**config.mk**
```make
export PLATFORM = sky130hd
export DESIGN_NAME = direct_form_iir_filter_flat
export DESIGN_NICKNAME = d
export VERILOG_FILES = /design/src/rtl/core/dfiir_pkg.sv /design/src/rtl/core/dfiir_req_if.sv /design/src/rtl/core/dfiir_rsp_if.sv /design/src/rtl/core/direct_form_iir_filter.sv /design/src/rtl/core/dfiir_ram.sv /design/src/rtl/core/dfiir_mac.sv /design/src/rtl/core/dfiir_ctrl.sv /design/src/flat_wrapper.sv
export SDC_FILE = /design/constraint.sdc
export NUM_CORES = 2
export LEC_CHECK = 0
export BUFFER_PORTS_ARGS = -buffer_cell sky130_fd_sc_hd__buf_2
export CAP_MARGIN = 40
export CORE_MARGIN = 5
export CORE_UTILIZATION = 40
export DETAILED_ROUTE_END_ITERATION = 6
export PLACE_DENSITY = 0.52
export RECOVER_POWER = 100
export SYNTH_ARGS = -nofsm -noshare
export SYNTH_HDL_FRONTEND = slang
export SYNTH_HIERARCHICAL = 1
export SYNTH_SLANG_ARGS = --single-unit
```
**constraint.sdc**
```tcl
create_clock -name clock -period 21.1 [get_ports clock]
set_input_delay 4.22 -clock clock [delete_from_list [all_inputs] [get_ports clock]]
set_output_delay 4.22 -clock clock [all_outputs]
set_load 0.02 [all_outputs]
```
**src/rtl/core/dfiir_pkg.sv**
```systemverilog
// Shared types, codes and helper functions of the direct-form IIR filter.
package dfiir_pkg;

   // Opcodes carried on the request channel.
   localparam int OPCODE_BITS = 2;
   localparam logic [OPCODE_BITS-1:0] OP_FILTER = 2'd0;
   localparam logic [OPCODE_BITS-1:0] OP_LOAD_B = 2'd1;
   localparam logic [OPCODE_BITS-1:0] OP_LOAD_A = 2'd2;

   // Control and status registers.
   localparam int NUM_B_BITS     = 7;
   localparam int NUM_A_BITS     = 6;
   localparam int CSR_DATA_BITS  = 7;
   localparam int CSR_INDEX_BITS = 1;
   localparam logic [CSR_INDEX_BITS-1:0] CSR_NUM_B_TAPS = 1'd0;
   localparam logic [CSR_INDEX_BITS-1:0] CSR_NUM_A_TAPS = 1'd1;
   localparam logic [NUM_B_BITS-1:0] NUM_B_RESET = 7'd3;
   localparam logic [NUM_A_BITS-1:0] NUM_A_RESET = 6'd1;

   // Fraction bits of a coefficient word.
   localparam int COEF_FRAC = 15;

   typedef enum logic [2:0] {
      ST_IDLE,
      ST_FEEDFWD,
      ST_FEEDBACK,
      ST_DRAIN,
      ST_EMIT
   } seq_state_type;

   // Command to the multiply-accumulate unit, aligned with the memory read data.
   typedef struct packed {
      logic clear;
      logic valid;
      logic feedback;
      logic keep;
   } mac_cmd_type;

   typedef struct packed {
      logic busy;
   } mac_stat_type;

   function automatic int addr_bits(input int depth);
      return (depth > 1) ? $clog2(depth) : 1;
   endfunction

   function automatic int count_bits(input int max_b, input int max_a);
      return (max_b > max_a) ? $clog2(max_b + 1) : $clog2(max_a + 1);
   endfunction

endpackage

```
**src/rtl/core/dfiir_req_if.sv**
```systemverilog
// Request channel of the IIR filter: samples and coefficient loads.
interface dfiir_req_if #(
   parameter int INDEX_BITS  = 6,
   parameter int COEFF_BITS  = 18,
   parameter int SAMPLE_BITS = 16
);
   import dfiir_pkg::*;

   logic                          valid;
   logic                          ready;
   logic [OPCODE_BITS-1:0]        opcode;
   logic [INDEX_BITS-1:0]         coeff_index;
   logic signed [COEFF_BITS-1:0]  coeff_value;
   logic signed [SAMPLE_BITS-1:0] sample_in;
   logic                          clear_history;

   modport source (
      output valid, opcode, coeff_index, coeff_value, sample_in, clear_history,
      input  ready
   );

   modport sink (
      input  valid, opcode, coeff_index, coeff_value, sample_in, clear_history,
      output ready
   );

endinterface

```
**src/rtl/core/dfiir_rsp_if.sv**
```systemverilog
// Response channel of the IIR filter: filtered samples.
interface dfiir_rsp_if #(
   parameter int SAMPLE_BITS = 16
);
   logic                          valid;
   logic                          ready;
   logic signed [SAMPLE_BITS-1:0] sample_out;

   modport source (
      output valid, sample_out,
      input  ready
   );

   modport sink (
      input  valid, sample_out,
      output ready
   );

endinterface

```
**src/rtl/core/direct_form_iir_filter.sv**
```systemverilog
// Top level of the direct-form-I IIR filter.
// A filter beat computes y[n] = sum b[k]x[n-k] - sum a[k]y[n-k] over the taps in use with one
// shared multiplier, one tap per cycle. No new request is taken until the result of the beat
// has moved to the response register; the next request is taken while that result still
// waits on the response channel. Coefficient loads give no response. Coefficients live in
// two RAMs that hold nothing until loaded; the histories live in RAM rings whose fill levels
// make entries read as zero after reset or after a beat with clear_history set, so no clearing
// pass is needed. Samples are signed Q1.15, coefficients signed with 15 fraction bits; the sum
// is rounded to nearest (ties upward) and saturated to the sample width.
module direct_form_iir_filter #(
   parameter int MAX_B_TAPS  = 64,
   parameter int MAX_A_TAPS  = 32,
   parameter int COEFF_BITS  = 18,
   parameter int SAMPLE_BITS = 16
) (
   input  logic                                 clock,
   input  logic                                 reset,
   dfiir_req_if.sink                            req,
   dfiir_rsp_if.source                          rsp,
   input  logic                                 csr_write_en,
   input  logic [dfiir_pkg::CSR_INDEX_BITS-1:0] csr_index,
   input  logic [dfiir_pkg::CSR_DATA_BITS-1:0]  csr_wdata
);
   import dfiir_pkg::*;

   localparam int XAW       = addr_bits(MAX_B_TAPS);
   localparam int YAW       = addr_bits(MAX_A_TAPS);
   localparam int CW        = count_bits(MAX_B_TAPS, MAX_A_TAPS);
   localparam int SUM_BITS  = COEFF_BITS + SAMPLE_BITS + $clog2(MAX_B_TAPS + MAX_A_TAPS) + 1;
   localparam int MIN_BITS  = SAMPLE_BITS + COEF_FRAC + 1;
   localparam int WIDE_BITS = (SUM_BITS > MIN_BITS) ? SUM_BITS : MIN_BITS;
   localparam int ACC_BITS  = (WIDE_BITS > 64) ? 64 : WIDE_BITS;

   logic [NUM_B_BITS-1:0] num_b_taps_ff;
   logic [NUM_A_BITS-1:0] num_a_taps_ff;
   logic [CW-1:0]         ff_count;
   logic [CW-1:0]         fb_count;

   logic           ffc_we, fbc_we, xh_we, yh_we;
   logic [XAW-1:0] ffc_waddr, ffc_raddr, xh_waddr, xh_raddr;
   logic [YAW-1:0] fbc_waddr, fbc_raddr, yh_waddr, yh_raddr;
   logic [COEFF_BITS-1:0]  ffc_rdata, fbc_rdata;
   logic [SAMPLE_BITS-1:0] xh_rdata, yh_rdata;

   mac_cmd_type  mac_cmd;
   mac_stat_type mac_stat;
   logic signed [SAMPLE_BITS-1:0] mac_y;

   always_ff @(posedge clock) begin
      if (reset) begin
         num_b_taps_ff <= NUM_B_RESET;
         num_a_taps_ff <= NUM_A_RESET;
      end else if (csr_write_en) begin
         unique case (csr_index)
            CSR_NUM_B_TAPS: num_b_taps_ff <= csr_wdata[NUM_B_BITS-1:0];
            CSR_NUM_A_TAPS: num_a_taps_ff <= csr_wdata[NUM_A_BITS-1:0];
            default: begin
            end
         endcase
      end
   end

   // Clamp the tap counts to the table sizes; the leading denominator tap is implicit.
   always_comb begin
      if (int'(num_b_taps_ff) > MAX_B_TAPS) begin
         ff_count = CW'(MAX_B_TAPS);
      end else begin
         ff_count = CW'(num_b_taps_ff);
      end
      if (int'(num_a_taps_ff) > MAX_A_TAPS) begin
         fb_count = CW'(MAX_A_TAPS - 1);
      end else if (num_a_taps_ff > NUM_A_BITS'(1)) begin
         fb_count = CW'(num_a_taps_ff - NUM_A_BITS'(1));
      end else begin
         fb_count = '0;
      end
   end

   dfiir_ram #(.WIDTH(COEFF_BITS), .DEPTH(MAX_B_TAPS)) u_ff_coef (
      .clock (clock),
      .we    (ffc_we),
      .waddr (ffc_waddr),
      .wdata (req.coeff_value),
      .raddr (ffc_raddr),
      .rdata (ffc_rdata)
   );

   dfiir_ram #(.WIDTH(COEFF_BITS), .DEPTH(MAX_A_TAPS)) u_fb_coef (
      .clock (clock),
      .we    (fbc_we),
      .waddr (fbc_waddr),
      .wdata (req.coeff_value),
      .raddr (fbc_raddr),
      .rdata (fbc_rdata)
   );

   dfiir_ram #(.WIDTH(SAMPLE_BITS), .DEPTH(MAX_B_TAPS)) u_x_hist (
      .clock (clock),
      .we    (xh_we),
      .waddr (xh_waddr),
      .wdata (req.sample_in),
      .raddr (xh_raddr),
      .rdata (xh_rdata)
   );

   dfiir_ram #(.WIDTH(SAMPLE_BITS), .DEPTH(MAX_A_TAPS)) u_y_hist (
      .clock (clock),
      .we    (yh_we),
      .waddr (yh_waddr),
      .wdata (mac_y),
      .raddr (yh_raddr),
      .rdata (yh_rdata)
   );

   dfiir_mac #(
      .COEFF_BITS  (COEFF_BITS),
      .SAMPLE_BITS (SAMPLE_BITS),
      .ACC_BITS    (ACC_BITS)
   ) u_mac (
      .clock   (clock),
      .reset   (reset),
      .cmd     (mac_cmd),
      .ff_coef (ffc_rdata),
      .fb_coef (fbc_rdata),
      .x_hist  (xh_rdata),
      .y_hist  (yh_rdata),
      .stat    (mac_stat),
      .y       (mac_y)
   );

   dfiir_ctrl #(
      .MAX_B_TAPS  (MAX_B_TAPS),
      .MAX_A_TAPS  (MAX_A_TAPS),
      .COEFF_BITS  (COEFF_BITS),
      .SAMPLE_BITS (SAMPLE_BITS)
   ) u_ctrl (
      .clock     (clock),
      .reset     (reset),
      .req       (req),
      .rsp       (rsp),
      .ff_count  (ff_count),
      .fb_count  (fb_count),
      .ffc_we    (ffc_we),
      .ffc_waddr (ffc_waddr),
      .ffc_raddr (ffc_raddr),
      .fbc_we    (fbc_we),
      .fbc_waddr (fbc_waddr),
      .fbc_raddr (fbc_raddr),
      .xh_we     (xh_we),
      .xh_waddr  (xh_waddr),
      .xh_raddr  (xh_raddr),
      .yh_we     (yh_we),
      .yh_waddr  (yh_waddr),
      .yh_raddr  (yh_raddr),
      .mac_cmd   (mac_cmd),
      .mac_stat  (mac_stat),
      .mac_y     (mac_y)
   );

endmodule

```
**src/rtl/core/dfiir_ram.sv**
```systemverilog
// Generic single-write, single-read RAM with registered read data.
module dfiir_ram #(
   parameter int WIDTH = 18,
   parameter int DEPTH = 64,
   localparam int AW = dfiir_pkg::addr_bits(DEPTH)
) (
   input  logic             clock,
   input  logic             we,
   input  logic [AW-1:0]    waddr,
   input  logic [WIDTH-1:0] wdata,
   input  logic [AW-1:0]    raddr,
   output logic [WIDTH-1:0] rdata
);

   logic [WIDTH-1:0] mem [DEPTH];
   logic [WIDTH-1:0] rdata_ff;

   always_ff @(posedge clock) begin
      if (we) begin
         mem[waddr] <= wdata;
      end
      rdata_ff <= mem[raddr];
   end

   assign rdata = rdata_ff;

endmodule

```
**src/rtl/core/dfiir_mac.sv**
```systemverilog
// Shared multiply-accumulate unit with rounding and saturation of the sum.
module dfiir_mac #(
   parameter int COEFF_BITS  = 18,
   parameter int SAMPLE_BITS = 16,
   parameter int ACC_BITS    = 42
) (
   input  logic                          clock,
   input  logic                          reset,
   input  dfiir_pkg::mac_cmd_type        cmd,
   input  logic signed [COEFF_BITS-1:0]  ff_coef,
   input  logic signed [COEFF_BITS-1:0]  fb_coef,
   input  logic signed [SAMPLE_BITS-1:0] x_hist,
   input  logic signed [SAMPLE_BITS-1:0] y_hist,
   output dfiir_pkg::mac_stat_type       stat,
   output logic signed [SAMPLE_BITS-1:0] y
);
   import dfiir_pkg::*;

   localparam int PROD_BITS = COEFF_BITS + SAMPLE_BITS;
   localparam logic signed [ACC_BITS-1:0] ROUND_BIAS = ACC_BITS'(1) << (COEF_FRAC - 1);
   localparam logic signed [ACC_BITS-1:0] SMAX =
      {{(ACC_BITS-SAMPLE_BITS+1){1'b0}}, {(SAMPLE_BITS-1){1'b1}}};
   localparam logic signed [ACC_BITS-1:0] SMIN =
      {{(ACC_BITS-SAMPLE_BITS+1){1'b1}}, {(SAMPLE_BITS-1){1'b0}}};

   logic signed [COEFF_BITS-1:0]  coef_sel;
   logic signed [SAMPLE_BITS-1:0] smp_sel;
   logic signed [PROD_BITS-1:0]   prod_in;
   logic signed [PROD_BITS-1:0]   prod_ff;
   logic                          valid_ff;
   logic                          neg_ff;
   logic signed [ACC_BITS-1:0]    acc_ff;
   logic signed [ACC_BITS-1:0]    acc_in;
   logic signed [ACC_BITS-1:0]    rounded;
   logic signed [ACC_BITS-1:0]    shifted;

   // A history word that was never written since the last clear counts as zero.
   always_comb begin
      coef_sel = cmd.feedback ? fb_coef : ff_coef;
      if (!cmd.keep) begin
         smp_sel = '0;
      end else if (cmd.feedback) begin
         smp_sel = y_hist;
      end else begin
         smp_sel = x_hist;
      end
      prod_in = coef_sel * smp_sel;
   end

   always_ff @(posedge clock) begin
      if (reset) begin
         valid_ff <= 1'b0;
      end else begin
         valid_ff <= cmd.valid;
      end
   end

   always_ff @(posedge clock) begin
      prod_ff <= prod_in;
      neg_ff  <= cmd.feedback;
      acc_ff  <= acc_in;
   end

   always_comb begin
      acc_in = acc_ff;
      if (cmd.clear) begin
         acc_in = '0;
      end else if (valid_ff) begin
         if (neg_ff) begin
            acc_in = acc_ff - ACC_BITS'(prod_ff);
         end else begin
            acc_in = acc_ff + ACC_BITS'(prod_ff);
         end
      end
   end

   always_comb begin
      rounded = acc_ff + ROUND_BIAS;
      shifted = rounded >>> COEF_FRAC;
      priority if (shifted > SMAX) begin
         y = SMAX[SAMPLE_BITS-1:0];
      end else if (shifted < SMIN) begin
         y = SMIN[SAMPLE_BITS-1:0];
      end else begin
         y = shifted[SAMPLE_BITS-1:0];
      end
   end

   assign stat.busy = cmd.valid | cmd.clear | valid_ff;

endmodule

```
**src/rtl/core/dfiir_ctrl.sv**
```systemverilog
// Sequencer of the IIR filter: handshakes, history rings and tap addressing.
module dfiir_ctrl #(
   parameter int MAX_B_TAPS  = 64,
   parameter int MAX_A_TAPS  = 32,
   parameter int COEFF_BITS  = 18,
   parameter int SAMPLE_BITS = 16,
   localparam int XAW = dfiir_pkg::addr_bits(MAX_B_TAPS),
   localparam int YAW = dfiir_pkg::addr_bits(MAX_A_TAPS),
   localparam int CW  = dfiir_pkg::count_bits(MAX_B_TAPS, MAX_A_TAPS)
) (
   input  logic                          clock,
   input  logic                          reset,
   dfiir_req_if.sink                     req,
   dfiir_rsp_if.source                   rsp,
   input  logic [CW-1:0]                 ff_count,
   input  logic [CW-1:0]                 fb_count,
   output logic                          ffc_we,
   output logic [XAW-1:0]                ffc_waddr,
   output logic [XAW-1:0]                ffc_raddr,
   output logic                          fbc_we,
   output logic [YAW-1:0]                fbc_waddr,
   output logic [YAW-1:0]                fbc_raddr,
   output logic                          xh_we,
   output logic [XAW-1:0]                xh_waddr,
   output logic [XAW-1:0]                xh_raddr,
   output logic                          yh_we,
   output logic [YAW-1:0]                yh_waddr,
   output logic [YAW-1:0]                yh_raddr,
   output dfiir_pkg::mac_cmd_type        mac_cmd,
   input  dfiir_pkg::mac_stat_type       mac_stat,
   input  logic signed [SAMPLE_BITS-1:0] mac_y
);
   import dfiir_pkg::*;

   seq_state_type state_ff, state_in;
   logic [CW-1:0]  cnt_ff, cnt_in;
   logic [XAW-1:0] xptr_ff, xptr_in;
   logic [CW-1:0]  xfill_ff, xfill_in;
   logic [XAW-1:0] xaddr_ff, xaddr_in;
   logic [YAW-1:0] yptr_ff, yptr_in;
   logic [CW-1:0]  yfill_ff, yfill_in;
   logic [YAW-1:0] yaddr_ff, yaddr_in;
   mac_cmd_type    cmd_ff, cmd_in;
   logic           rsp_valid_ff, rsp_valid_in;
   logic signed [SAMPLE_BITS-1:0] rsp_data_ff;

   logic req_fire;
   logic sample_fire;
   logic emit_fire;
   logic ff_last;
   logic fb_last;
   logic [XAW-1:0] xptr_next;
   logic [YAW-1:0] yptr_next;

   assign req_fire    = req.valid & req.ready;
   assign sample_fire = req_fire & (req.opcode == OP_FILTER);
   assign emit_fire   = (state_ff == ST_EMIT) & (~rsp_valid_ff | rsp.ready);
   assign ff_last     = (cnt_ff == ff_count - CW'(1));
   assign fb_last     = (cnt_ff == fb_count - CW'(1));

   // A clear restarts the input ring so that the new sample lands at position one.
   always_comb begin
      if (req.clear_history) begin
         xptr_next = XAW'(1);
      end else if (xptr_ff == XAW'(MAX_B_TAPS - 1)) begin
         xptr_next = '0;
      end else begin
         xptr_next = xptr_ff + XAW'(1);
      end
      if (yptr_ff == YAW'(MAX_A_TAPS - 1)) begin
         yptr_next = '0;
      end else begin
         yptr_next = yptr_ff + YAW'(1);
      end
   end

   // Next state.
   always_comb begin
      state_in = state_ff;
      unique case (state_ff)
         ST_IDLE: begin
            if (sample_fire) begin
               if (ff_count != '0) begin
                  state_in = ST_FEEDFWD;
               end else if (fb_count != '0) begin
                  state_in = ST_FEEDBACK;
               end else begin
                  state_in = ST_DRAIN;
               end
            end
         end
         ST_FEEDFWD: begin
            if (ff_last) begin
               state_in = (fb_count != '0) ? ST_FEEDBACK : ST_DRAIN;
            end
         end
         ST_FEEDBACK: begin
            if (fb_last) begin
               state_in = ST_DRAIN;
            end
         end
         ST_DRAIN: begin
            if (!mac_stat.busy) begin
               state_in = ST_EMIT;
            end
         end
         ST_EMIT: begin
            if (emit_fire) begin
               state_in = ST_IDLE;
            end
         end
         default: begin
            state_in = ST_IDLE;
         end
      endcase
   end

   // Outputs of the sequencer.
   always_comb begin
      req.ready       = (state_ff == ST_IDLE);
      cmd_in.clear    = sample_fire;
      cmd_in.valid    = (state_ff == ST_FEEDFWD) | (state_ff == ST_FEEDBACK);
      cmd_in.feedback = (state_ff == ST_FEEDBACK);
      cmd_in.keep     = (state_ff == ST_FEEDBACK) ? (cnt_ff < yfill_ff) : (cnt_ff < xfill_ff);

      ffc_we    = req_fire & (req.opcode == OP_LOAD_B) & (int'(req.coeff_index) < MAX_B_TAPS);
      ffc_waddr = XAW'(req.coeff_index);
      ffc_raddr = cnt_ff[XAW-1:0];
      fbc_we    = req_fire & (req.opcode == OP_LOAD_A) & (int'(req.coeff_index) < MAX_A_TAPS);
      fbc_waddr = YAW'(req.coeff_index);
      fbc_raddr = YAW'(cnt_ff + CW'(1));
      xh_we     = sample_fire;
      xh_waddr  = xptr_next;
      xh_raddr  = xaddr_ff;
      yh_we     = emit_fire;
      yh_waddr  = yptr_next;
      yh_raddr  = yaddr_ff;
   end

   // Counters, ring pointers and fill levels.
   always_comb begin
      cnt_in       = cnt_ff;
      xptr_in      = xptr_ff;
      xfill_in     = xfill_ff;
      xaddr_in     = xaddr_ff;
      yptr_in      = yptr_ff;
      yfill_in     = yfill_ff;
      yaddr_in     = yaddr_ff;
      rsp_valid_in = rsp_valid_ff;

      if (rsp.valid && rsp.ready) begin
         rsp_valid_in = 1'b0;
      end

      unique case (state_ff)
         ST_IDLE: begin
            cnt_in = '0;
            if (sample_fire) begin
               xptr_in  = xptr_next;
               xaddr_in = xptr_next;
               yaddr_in = yptr_ff;
               if (req.clear_history) begin
                  xfill_in = CW'(1);
                  yfill_in = '0;
               end else if (xfill_ff != CW'(MAX_B_TAPS)) begin
                  xfill_in = xfill_ff + CW'(1);
               end
            end
         end
         ST_FEEDFWD: begin
            cnt_in   = ff_last ? '0 : cnt_ff + CW'(1);
            xaddr_in = (xaddr_ff == '0) ? XAW'(MAX_B_TAPS - 1) : xaddr_ff - XAW'(1);
         end
         ST_FEEDBACK: begin
            cnt_in   = cnt_ff + CW'(1);
            yaddr_in = (yaddr_ff == '0) ? YAW'(MAX_A_TAPS - 1) : yaddr_ff - YAW'(1);
         end
         ST_DRAIN: begin
            cnt_in = '0;
         end
         ST_EMIT: begin
            if (emit_fire) begin
               rsp_valid_in = 1'b1;
               yptr_in      = yptr_next;
               if (yfill_ff != CW'(MAX_A_TAPS)) begin
                  yfill_in = yfill_ff + CW'(1);
               end
            end
         end
         default: begin
            cnt_in = '0;
         end
      endcase
   end

   always_ff @(posedge clock) begin
      if (reset) begin
         state_ff     <= ST_IDLE;
         cnt_ff       <= '0;
         xptr_ff      <= '0;
         xfill_ff     <= '0;
         xaddr_ff     <= '0;
         yptr_ff      <= '0;
         yfill_ff     <= '0;
         yaddr_ff     <= '0;
         cmd_ff       <= '0;
         rsp_valid_ff <= 1'b0;
      end else begin
         state_ff     <= state_in;
         cnt_ff       <= cnt_in;
         xptr_ff      <= xptr_in;
         xfill_ff     <= xfill_in;
         xaddr_ff     <= xaddr_in;
         yptr_ff      <= yptr_in;
         yfill_ff     <= yfill_in;
         yaddr_ff     <= yaddr_in;
         cmd_ff       <= cmd_in;
         rsp_valid_ff <= rsp_valid_in;
      end
   end

   always_ff @(posedge clock) begin
      if (emit_fire) begin
         rsp_data_ff <= mac_y;
      end
   end

   assign mac_cmd        = cmd_ff;
   assign rsp.valid      = rsp_valid_ff;
   assign rsp.sample_out = rsp_data_ff;

endmodule

```
**src/flat_wrapper.sv**
```systemverilog
// flat-port wrapper written by rule: the top's interface ports become plain ports
module direct_form_iir_filter_flat import dfiir_pkg::*;
#(
   parameter int MAX_B_TAPS  = 64,
   parameter int MAX_A_TAPS  = 32,
   parameter int COEFF_BITS  = 18,
   parameter int SAMPLE_BITS = 16
)
  (clock, reset, csr_write_en, csr_index, csr_wdata, req_valid, req_opcode, req_coeff_index, req_coeff_value, req_sample_in, req_clear_history, req_ready, rsp_valid, rsp_sample_out, rsp_ready);
  dfiir_req_if #(.INDEX_BITS(6), .COEFF_BITS(COEFF_BITS), .SAMPLE_BITS(SAMPLE_BITS)) req_i ();
  dfiir_rsp_if #(.SAMPLE_BITS(SAMPLE_BITS)) rsp_i ();
  input  logic clock;
  input  logic reset;
  input  logic csr_write_en;
  input  logic [dfiir_pkg::CSR_INDEX_BITS-1:0] csr_index;
  input  logic [dfiir_pkg::CSR_DATA_BITS-1:0] csr_wdata;
  input wire logic [$bits(req_i.valid)-1:0] req_valid;
  input wire logic [$bits(req_i.opcode)-1:0] req_opcode;
  input wire logic [$bits(req_i.coeff_index)-1:0] req_coeff_index;
  input wire logic [$bits(req_i.coeff_value)-1:0] req_coeff_value;
  input wire logic [$bits(req_i.sample_in)-1:0] req_sample_in;
  input wire logic [$bits(req_i.clear_history)-1:0] req_clear_history;
  output wire logic [$bits(req_i.ready)-1:0] req_ready;
  output wire logic [$bits(rsp_i.valid)-1:0] rsp_valid;
  output wire logic [$bits(rsp_i.sample_out)-1:0] rsp_sample_out;
  input wire logic [$bits(rsp_i.ready)-1:0] rsp_ready;
  assign req_i.valid = req_valid;
  assign req_i.opcode = req_opcode;
  assign req_i.coeff_index = req_coeff_index;
  assign req_i.coeff_value = req_coeff_value;
  assign req_i.sample_in = req_sample_in;
  assign req_i.clear_history = req_clear_history;
  assign req_ready = req_i.ready;
  assign rsp_valid = rsp_i.valid;
  assign rsp_sample_out = rsp_i.sample_out;
  assign rsp_i.ready = rsp_ready;
  direct_form_iir_filter #(.MAX_B_TAPS(MAX_B_TAPS), .MAX_A_TAPS(MAX_A_TAPS), .COEFF_BITS(COEFF_BITS), .SAMPLE_BITS(SAMPLE_BITS)) u_core (.clock(clock), .reset(reset), .req(req_i), .rsp(rsp_i), .csr_write_en(csr_write_en), .csr_index(csr_index), .csr_wdata(csr_wdata));
endmodule
```
==> results.cfg <==
[status]
status = finished, violations left
violations = capacitance limit, slew limit

[floorplanning]
start_util_pct = 40.1
coreArea_sq_um = 375000
die_w_microns = 623
die_h_microns = 623
boundaryPins = 74
die_area_sq_um = 388000
rows = 225

[synth]
syn-num-nets = 9319
synth_edf_count = 3280
yosysWarnings = 6
ys_seq_elements = 3490
synth-seq-area-share_pct = 68.4
synth_ff_type = edfxtp_1
netlist_instances = 8815
async_flop_share_pct = 0
syn_area_sq_um = 150000
synth.distinct_cells = 103
avgSynthCellArea_sq_um = 17.0

[drt]
first_iter_violations = 7059
routed_via_density = 5.53
drt-pass1-iter-count = 6
vias = 80113
drtAntennaViolNets = 0
wirelength_microns = 392000
route.detailed.drc = 0
wire_per_inst_microns = 27.0

[place]
place_hpwl_microns = 244000
dp.cells = 13778
dpl_cell_area_sq_um = 158000
place_ws_ns = 13.19
portBuffers = 73
place_congestion = 0.863

[cells_and_area]
final_core_util_pct = 44.9
num-nets-final = 9670
layout_commonest_cell = edfxtp_1
post_route_cells_drive_above_1_share_pct = 14.5
area_growth_pct = 12.0
layout_common_cells = edfxtp_1 (3280), mux2i_1 (731), mux4_2 (520)
final_cells = 14487
stdcell_area_sq_um = 168000

[critical_path]
cp.arrival_ns = 12.09
cp-start-kind = flip-flop
critical_path.max_stage_delay_ns = 5.14
crit_type = reg -> reg
cp-end-kind = flip-flop
crit_chain = clkbuf_1 > clkbuf_1 > mux4_2 > mux2i_1 > a211oi_1 > o21ai_0 > o21ai_0
path_max_fanout = 81
critical_path_required_ns = 21.74
crit_slowest_cell = clkbuf_1

[clocking]
cts_resized = 0
postCtsHoldBufs = 0
cts_buffers = 375
htree_num_levels = 5
post_cts.repair.setup_buffers = 0
clock-root-buffer = clkbuf_16
cts_tree = yes
insertion_delay_ns = 0.96
cts.clk_slew.worst_paths_ns = 0.06
cts.path.max_buffers = 4
cts_sinks = 3490

[global_route]
grt_pass1_vias = 80712
grt_pass1_wl_microns = 570000
grt_max_degree = 109
antenna_found_initial = 31
track_usage_pct = 19.7
grt_overflow = 0

[sta]
slew_viol_final = 4114
rsz0062_at_grt = false
post-route-period-util_pct = 54.3
hold_violations = 0
maxSlewHeadroom_pct = -387
setup_tns_ns = 0
report.final.setup_viol = 0
clock_skew_ns = 0.0749
fin_crit_ns = 11.46
worst_slew_pin_slew_ns = 7.30
fin_ws_ns = 9.64
max_freq_mhz = 87.3
whs_ns = 0.466

[power]
p_comb_share_pct = 26.7
p_int_mw = 13.9
ir_worst_vdd_uv = 124
clkPwrFrac_pct = 32.3
p_leak_nw = 55.4
sw_frac_of_total_pct = 31.2
p_per_area_nw_per_um2 = 120
seq_power_share_pct = 41.0
totalPowerFinal_mw = 20.2
power.switching_mw = 6.29

[flow_run]
drv_cap = 98

[hold_path]
min_path_type = reg -> reg
==> state kept, by name (all words and copies together), names as in the netlist, 4 cells and up <==
name	cells
u_core/u_ctrl/yptr_ff	5
u_core/u_ctrl/yh_raddr	5
u_core/u_mac/prod_ff	34
u_core/num_a_taps_ff	6
u_core/u_ctrl/mac_cmd	4
u_core/u_fb_coef/rdata	18
u_core/u_ff_coef/rdata	18
u_core/u_x_hist/rdata	16
u_core/u_ctrl/xptr_ff	6
u_core/u_x_hist/mem	1024
u_core/u_y_hist/mem	512
u_core/u_ctrl/xh_raddr	6
u_core/u_ff_coef/mem	1152
u_core/u_y_hist/rdata	16
u_core/u_ctrl/cnt_ff	7
u_core/num_b_taps_ff	7
u_core/u_ctrl/yfill_ff	7
u_core/u_ctrl/xfill_ff	7
u_core/u_ctrl/rsp.sample_out	16
u_core/u_mac/acc_ff	42
u_core/u_fb_coef/mem	576
==> synthesized netlist by cell type, drive strengths merged, types with 32 or more instances <==
cell | number | area, sq um
edfxtp | 3280 | 98500
mux2i | 732 | 7330
mux4 | 524 | 11800
nor2 | 503 | 1900
inv | 412 | 1550
nand2 | 404 | 1520
buf | 296 | 2300
fa | 291 | 5830
a21oi | 249 | 1250
dfxtp | 210 | 4200
a22oi | 181 | 1360
nand3 | 171 | 886
clkbuf | 166 | 631
ha | 157 | 1960
o21ai | 130 | 651
nor3 | 113 | 632
xnor2 | 110 | 963
a22o | 76 | 666
mux2 | 71 | 803
a31oi | 67 | 419
nor2b | 67 | 419
nand4 | 65 | 407
a211oi | 43 | 323
nand2b | 35 | 219
xor2 | 32 | 280
==> routing by layer <==
layer,vias up,wire [microns],track usage (%),part of all wire (%)
li1,34965,-,-,-
met1,42380,174000,28.5,44
met2,2295,187000,31.9,48
met3,471,21500,2.67,5.5
met4,2,9130,4.48,2.3
met5,-,13,0,0.0033
==> worst max-delay path, delay by kind of cell (launching register included) <==
| family | cells | cell delay (ns) |
|---|---|---|
| muxes | 2 | 0.96 |
| buffers and inverters | 2 | 7.13 |
| DFF | 1 | 1.32 |
| AOI/OAI and AO/OA | 3 | 1.55 |
==> kinds of logic (layout without fill, tap and decap cells) <==
family | count (synthesis) | in the layout | synth area share (%)
simple gates | 1545 | 1545 | 4.91
compound gates | 989 | 989 | 4.44
flops | 3490 | 3490 | 68.4
xor+xnor | 142 | 142 | 0.828
fa+ha+maj | 448 | 448 | 5.19
mux | 1327 | 1327 | 13.3
buf+inv | 874 | 1538 | 2.98
other cells | 0 | 14 | 0
==> layout make-up <==
class	count	area (sq um)
Fill cell	32735	207000
Sequential cell	3490	103000
Multi-Input combinational cell	4451	43100
Clock buffer	483	10100
Tap cell	4994	6250
Timing Repair Buffer	436	2240
Clock inverter	207	2180
Inverter	412	1550
Antenna cell	14	35.0
==> worst paths after layout <==
path	end	from	slack, ns	depth (start not counted)
setup / recovery	u_core/u_ff_coef/rdata[5]	u_core/u_ctrl/cnt_ff[0]	9.64	7
hold / removal	u_core/num_b_taps_ff[3]	u_core/num_b_taps_ff[3]	0.47	2
setup reg to reg	u_core/u_ff_coef/rdata[5]	u_core/u_ctrl/cnt_ff[0]	9.64	7
hold reg to reg	u_core/num_b_taps_ff[3]	u_core/num_b_taps_ff[3]	0.47	2
==> power groups by stage <==
stage          Combinational, mW  Sequential [mW]  Clock [mW]
6_report                    5.39             8.26        6.51
5_1_grt                     5.84             8.28        6.98
4_1_cts                     5.52             8.23        6.68
3_5_place_dp                5.50             8.37           0
3_3_place_gp                5.39             8.38           0
2_1_floorplan               3.72             8.26           0
Note: power is estimated with default switching activity, not from simulation.
